**config.mk**
```make
export PLATFORM = sky130hd
export DESIGN_NAME = ipc_front
export DESIGN_NICKNAME = d
export VERILOG_FILES = /design/src/hw/rtl/ipc_pkg.sv /design/src/hw/rtl/ipc_front.sv
export SDC_FILE = /design/constraint.sdc
export NUM_CORES = 2
export LEC_CHECK = 0
export BUFFER_PORTS_ARGS = -buffer_cell sky130_fd_sc_hd__buf_2
export CAP_MARGIN = 20
export CORE_MARGIN = 5
export CORE_UTILIZATION = 50
export DETAILED_ROUTE_END_ITERATION = 12
export GPL_ROUTABILITY_DRIVEN = 0
export PLACE_DENSITY = 0.69
export SYNTH_ARGS = -nofsm -noshare
export SYNTH_HDL_FRONTEND = slang
export SYNTH_SLANG_ARGS = --single-unit
```
**constraint.sdc**
```tcl
create_clock -name clk -period 8.4 [get_ports clk]
set_input_delay 0.42 -clock clk [delete_from_list [all_inputs] [get_ports clk]]
set_output_delay 0.42 -clock clk [all_outputs]
set_load 0.02 [all_outputs]
```
**src/hw/rtl/ipc_pkg.sv**
```systemverilog
`timescale 1ns / 1ps
// ----------------------------------------------------------------------------
// ipc_pkg: shared types and constants of the implicit penalization cell
// Field widths of the datapath stages and the control group that travels
// with every word through the pipeline.
// ----------------------------------------------------------------------------
package ipc_pkg;

  localparam int VEL_W      = 32;  // Q16.16 velocity
  localparam int CHI_W      = 17;  // Q1.16 mask value
  localparam int MAG_W      = 33;  // magnitude of (target - free stream - velocity)
  localparam int K_W        = 49;  // lambda_dt * chi, units of 2^-32
  localparam int DEN_W      = 50;  // 2^32 + k
  localparam int NUM_W      = 82;  // magnitude * k
  localparam int Q_W        = 33;  // quotient bits
  localparam int IN_DATA_W  = 152;
  localparam int OUT_DATA_W = 72;
  localparam int CFG_IDX_W  = 2;
  localparam int CFG_DATA_W = 32;

  typedef enum logic [CFG_IDX_W-1:0] {
    REG_LAMBDA_DT,
    REG_FREE_STREAM_X,
    REG_FREE_STREAM_Y,
    REG_TARGET_MODE
  } cfg_reg_t;

  typedef struct packed {
    logic valid;
    logic zero;
    logic neg_x;
    logic neg_y;
  } ipc_ctrl_t;

endpackage

```
**src/hw/rtl/ipc_front.sv**
```systemverilog
`timescale 1ns / 1ps
// ----------------------------------------------------------------------------
// ipc_front: input stages of the implicit penalization cell
// Forms the strength k, the difference to the wanted velocity and its
// magnitude and sign over three register stages.
// ----------------------------------------------------------------------------
module ipc_front import ipc_pkg::*; (
  input  logic             clk,
  input  logic             rst,
  input  logic             en,
  input  logic             in_valid,
  input  logic [CHI_W-1:0] chi,
  input  logic [VEL_W-1:0] vel_x,
  input  logic [VEL_W-1:0] vel_y,
  input  logic [VEL_W-1:0] tgt_x,
  input  logic [VEL_W-1:0] tgt_y,
  input  logic             has_target,
  input  logic [VEL_W-1:0] lambda_dt,
  input  logic [VEL_W-1:0] fs_x,
  input  logic [VEL_W-1:0] fs_y,
  input  logic             target_mode,
  output logic [MAG_W-1:0] mag_x,
  output logic [MAG_W-1:0] mag_y,
  output logic [K_W-1:0]   k,
  output ipc_ctrl_t        ctrl
);

  logic [VEL_W-1:0] vel_in [2];
  logic [VEL_W-1:0] tgt_in [2];
  logic [VEL_W-1:0] fs_in  [2];

  ipc_ctrl_t        ctrl1, ctrl2, ctrl3;
  logic [K_W-1:0]   k1, k2, k3;
  logic [MAG_W-1:0] d1   [2];
  logic [VEL_W-1:0] u1   [2];
  logic [MAG_W:0]   diff2 [2];
  logic [MAG_W-1:0] mag3 [2];

  assign vel_in[0] = vel_x;
  assign vel_in[1] = vel_y;
  assign tgt_in[0] = tgt_x;
  assign tgt_in[1] = tgt_y;
  assign fs_in[0]  = fs_x;
  assign fs_in[1]  = fs_y;

  always_ff @(posedge clk) begin
    if (rst) begin
      ctrl1 <= '0;
      ctrl2 <= '0;
      ctrl3 <= '0;
    end else if (en) begin
      ctrl1 <= '{valid: in_valid, zero: target_mode & ~has_target, neg_x: 1'b0, neg_y: 1'b0};
      ctrl2 <= ctrl1;
      ctrl3 <= '{valid: ctrl2.valid, zero: ctrl2.zero,
                 neg_x: diff2[0][MAG_W], neg_y: diff2[1][MAG_W]};
    end
  end

  always_ff @(posedge clk) begin
    if (en) begin
      k1 <= lambda_dt * chi;
      k2 <= k1;
      k3 <= k2;
    end
  end

  for (genvar c = 0; c < 2; c++) begin : g_comp
    logic [VEL_W-1:0] tgt_eff;
    logic [MAG_W:0]   diff_neg;

    assign tgt_eff  = target_mode ? tgt_in[c] : '0;
    assign diff_neg = ~diff2[c] + 1'b1;

    always_ff @(posedge clk) begin
      if (en) begin
        d1[c]    <= {tgt_eff[VEL_W-1], tgt_eff} - {fs_in[c][VEL_W-1], fs_in[c]};
        u1[c]    <= vel_in[c];
        diff2[c] <= {d1[c][MAG_W-1], d1[c]} - {{2{u1[c][VEL_W-1]}}, u1[c]};
        mag3[c]  <= diff2[c][MAG_W] ? diff_neg[MAG_W-1:0] : diff2[c][MAG_W-1:0];
      end
    end
  end

  assign mag_x = mag3[0];
  assign mag_y = mag3[1];
  assign k     = k3;
  assign ctrl  = ctrl3;

endmodule

```
# Word level (Yosys, flattened, before mapping)
# Memory sizes are Yosys's and may differ from the RTL's.
# Index checks and enable logic that the tools add are counted.
dict set report word_totals {
  latch_bits 0
  inputBits 247
  ramBits 264
  out_inout_bits 119
  elab_cells 32
  ff_bits 155
  romBits 0
  memories 4
}
dict set report classes {
  n_reduce_logical 0
  n_eq_ne 0
  n_lt_le_gt_ge 0
  muxes 6
  multipliers 1
  shift 0
  div_mod_pow 0
  bitwise 4
  addsub 6
}
# memory words word_bits read_ports rd_ports_with_merged_regs wr line_no
set mem_list {}
lappend mem_list {diff2 2 34 2 0 2 ipc_front.sv:36} ;# logic [MAG_W:0] diff2 [2];
lappend mem_list {d1 2 33 2 0 2 ipc_front.sv:34} ;# logic [MAG_W-1:0] d1 [2];
lappend mem_list {mag3 2 33 2 0 2 ipc_front.sv:37} ;# logic [MAG_W-1:0] mag3 [2];
lappend mem_list {u1 2 32 2 0 2 ipc_front.sv:35} ;# logic [VEL_W-1:0] u1 [2];
# operator n
set op_table {}
lappend op_table {{$sub 33x32->34} 2}
lappend op_table {{$add 33x1->33 const B} 2}
lappend op_table {{$mux 33} 2}
lappend op_table {{$not 33->33} 2}
lappend op_table {{$sub 32x32->33} 2}
lappend op_table {{$mux 32} 2}
lappend op_table {{$mul 32x17->49} 1}
lappend op_table {{$mux 1} 2}
lappend op_table {{$and 1x1->1} 1}
lappend op_table {{$not 1->1} 1}

# Logic depth before layout (Yosys ltp)
# An unclocked memory read counts as a cell.
dict set report depth {
  word_depth 4
  ltp_mapped 25
  ltp_nobuf 23
}

# Least setup slack after synthesis
# No wires, ideal clock.
dict set report synth_timing {
  kind {input port to flip-flop}
  start {input port lambda_dt[10]}
  end {register k1[48], data pin}
  n_path_buf 1
  path_stages 21
  t_arrival_ps 6104
  setup_time_ps 264
  setup_slack_ps 2033
  t_required_ps 8136
  cell_sequence {clkbuf_1 nand2_1 fa_1 fa_1 fa_1 fa_1 inv_1 fa_1 inv_1 fa_1 inv_1 ha_1 and3_1 nor4bb_1 o31ai_1 a2111oi_0 a311oi_1 a31oi_1 nand3_1 a211oi_1 xnor2_1}
}
dict set report synth_between {
  elab_chain_len 1
}
# item line_no
set synth_lines {}
lappend synth_lines {{start: declaration} ipc_front.sv:18} ;# input logic [VEL_W-1:0] lambda_dt,
lappend synth_lines {{$mul 32x17->49} ipc_front.sv:61} ;# k1 <= lambda_dt * chi;
lappend synth_lines {{end signal: assignment} ipc_front.sv:61}
lappend synth_lines {{end: declaration} ipc_front.sv:33} ;# logic [K_W-1:0] k1, k2, k3;
# Every way passes these cells.
# A chain may end at the register's enable or synchronous reset.

# Worst setup path after layout
dict set report layout_timing {
  start {input port chi[2]}
  end {register k1[48], data pin}
}
dict set report layout_between {
  elab_chain_len 1
}
# item line_no
set layout_lines {}
lappend layout_lines {{start: declaration} ipc_front.sv:12} ;# input logic [CHI_W-1:0] chi,
lappend layout_lines {{$mul 32x17->49} ipc_front.sv:61}
# Every way passes these cells.

==> results.sh <==
export IMPL_status="finished, final reports clean"
export IMPL_synth_largest_area_cell="edfxtp_1"
export IMPL_slowest_stage="a2111oi_0"
export IMPL_drive_above_1_share=0.1104
export IMPL_final_cells=5199
export IMPL_power_mw=19.09
export IMPL_critPathCaptureType="flip-flop"
export IMPL_viasPerCell=5.282
export IMPL_synthesis_area_sq_um=38880
export IMPL_postSynthAreaPerCell_sq_um=10.15
export IMPL_cts_setup_buffers=0
export IMPL_cts_root_buf="clkbuf_16"
export IMPL_routedWlPerCell_microns=17.65
export IMPL_finalCritPeriodShare=0.8236
export IMPL_ys_seq_area_frac=0.3216
export IMPL_fp_dieH_microns=288.8
export IMPL_cp_start_kind="input pin"
export IMPL_syn_nets=4786
export IMPL_drv_slew=0
export IMPL_vdd_drop_max_mv=0.5365
export IMPL_worstPathRequired_ns=8.69
export IMPL_crit_top_cell="fa_1"
export IMPL_ctsResizeCount=0
export IMPL_overflow=0
export IMPL_ys_top_cells_by_count="inv_1 (722), nand2_1 (460), fa_1 (453)"
export IMPL_crit_fanout=32
export IMPL_port_buffers=365
export IMPL_wirelength_mm=91.76
export IMPL_synth_seq_cells=419
export IMPL_crit_path_start="chi[2]"
export IMPL_path_cells="buf_2, nand2_1, fa_1, fa_1, fa_1, fa_1, inv_1, fa_1, inv_1, fa_1, inv_1, ha_1, and3_1, nor4bb_1, o31ai_1, a2111oi_0, a311oi_1, a31oi_1, buf_4, nand3_1, a211oi_1, xnor2_1"
export IMPL_finalClockSkew_ns=0.03022
export IMPL_path_class="in2reg"
export IMPL_fin_nets=5081
export IMPL_finalSetupViolations=0
export IMPL_grt_max_degree=152
export IMPL_p_per_area_nw_per_um2=442.5
export IMPL_numCtsBuffers=43
export IMPL_slew_headroom=0.2827
export IMPL_drt_iter0_drc=1733
export IMPL_ios=366
export IMPL_rsz0062_at_grt="no"
export IMPL_path_clk_slew_ns=0.06
export IMPL_ys_types=74
export IMPL_antenna_found_initial=0
export IMPL_dieWidth_microns=288.8
export IMPL_finalCriticalPeriod_ns=6.918
export IMPL_htree_levels=2
export IMPL_finalHoldViolations=0
export IMPL_yosysTopAreaCellShare=0.3175
export IMPL_route_detailed_drc=0
export IMPL_track_usage=0.2211
export IMPL_cts_tree="done"
export IMPL_worst_pin_slew_ns=1.076
export IMPL_cts_buffer_depth=3
export IMPL_max_stage_delay_ns=0.66
export IMPL_synth_edf_count=411
export IMPL_dp_cells=5104
export IMPL_hp_start="vel_y[26]"
export IMPL_setup_tns_ns=0
export IMPL_drtAntennaViolNets=0
export IMPL_die_area_sq_um=83430
export IMPL_rows=102
export IMPL_synth_area_leaders="edfxtp_1 (32%), fa_1 (23%), ha_1 (8.2%)"
export IMPL_grt_pass1_vias=27900
export IMPL_yosysWarningCount=0
export IMPL_synthArstFlopShare=0
export IMPL_crit_family="adder cells"
export IMPL_clk_latency_ns=0.57
export IMPL_synthCells=3831
export IMPL_crit_buf_inv=5
export IMPL_clock_sinks=419
export IMPL_vias=27462
export IMPL_reg2reg_from="u1[0][32]"
export IMPL_cap_violations=0
export IMPL_max_freq_mhz=144.5
export IMPL_start_util=0.5027
export IMPL_holdWs_ns=0.02433
export IMPL_drt_pass1_iter_count=6
export IMPL_ys_dominant_reg_cell="edfxtp_1"
export IMPL_leakagePower_nw=20.07
export IMPL_hold_class="in2reg"
export IMPL_crit_arrival_ns=7.21
export IMPL_dpl_hpwl_mm=72.98
export IMPL_synth_most_common_cell="inv_1"
export IMPL_core_sq_um=77340
export IMPL_grt_pass1_wl_mm=148.7
export IMPL_area_delta_synth_final_pct=11.00
==> power by group <==
group | switching [mW] | internal [mW] | leakage, nW | total, mW
clock | 0.789 | 1.11 | 0.684 | 1.90
combinational | 8.10 | 5.31 | 15.3 | 13.4
sequential | 0.224 | 3.55 | 4.09 | 3.77
==> kinds of logic after synthesis <==
kind of cell / count (synthesis) / synth area share
XOR/XNOR: 215 / 0.04844
adder cells (fa/ha/maj): 708 / 0.3153
AO/OA/AOI/OAI: 560 / 0.09378
flip-flops: 419 / 0.3216
multiplexers: 9 / 0.002317
buffers and inverters: 858 / 0.08287
AND/OR/NAND/NOR: 1062 / 0.1357
==> state kept, by name, summed over array words and instances (netlist names) <==
name and flops:
d1 66, k2 49, k 49, ctrl2 2
mag3 66, ctrl1 2, u1 64, k1 49
diff2 68, ctrl 4
==> final cells by class <==
class | count | area, sq um
Clock inverter | 21 | 230.2
Sequential cell | 419 | 12500
Antenna cell | 1 | 2.502
Fill cell | 6774 | 34180
Multi-Input combinational cell | 2554 | 23150
Inverter | 722 | 2710
Tap cell | 1040 | 1301
Clock buffer | 56 | 1176
Timing Repair Buffer | 386 | 2079
==> cells in the final DEF (no fill, tap or decap), drive strengths merged, types with 160 or more instances in the layout <==
cell type / count
edfxtp: 411
nand2: 461
a21oi: 163
fa: 453
buf: 370
inv: 724
and2: 282
ha: 255
xnor2: 160
==> per-stage QoR <==
stage               setup WS [ns]    util  cell area [sq um]
global route                1.126  0.5580              43150
detailed placement         0.9253  0.5374              41560
global placement            1.045  0.5374              41560
floorplan                   2.033       -              38880
CTS                         1.505  0.5576              43130
finish                      1.482  0.5580              43160
==> path summary, 6_finish.rpt <==
path / end / slack, ns / cells past startpoint
hold / removal: u1[0][58] / 0.02 / 1
setup / recovery: k1[48] / 1.48 / 22
setup reg to reg: diff2[0][66] / 5.22 / 11
hold reg to reg: k[26] / 0.41 / 0
==> per-layer routing <==
| layer | track usage | up-vias | routed length, microns |
|---|---|---|---|
| li1 | - | 13003 | - |
| met1 | 0.3184 | 13433 | 40640 |
| met2 | 0.3584 | 887 | 42460 |
| met3 | 0.03580 | 139 | 6644 |
| met4 | 0.04669 | 0 | 2014 |
| met5 | 0 | - | 0 |
==> what timing repair did <==
item / CTS / global route
setup endpoints to repair: 0 / 0
hold endpoints to repair: 16 / 0
hold buffers: 16 / 0
(Power assumes the default switching activity.)
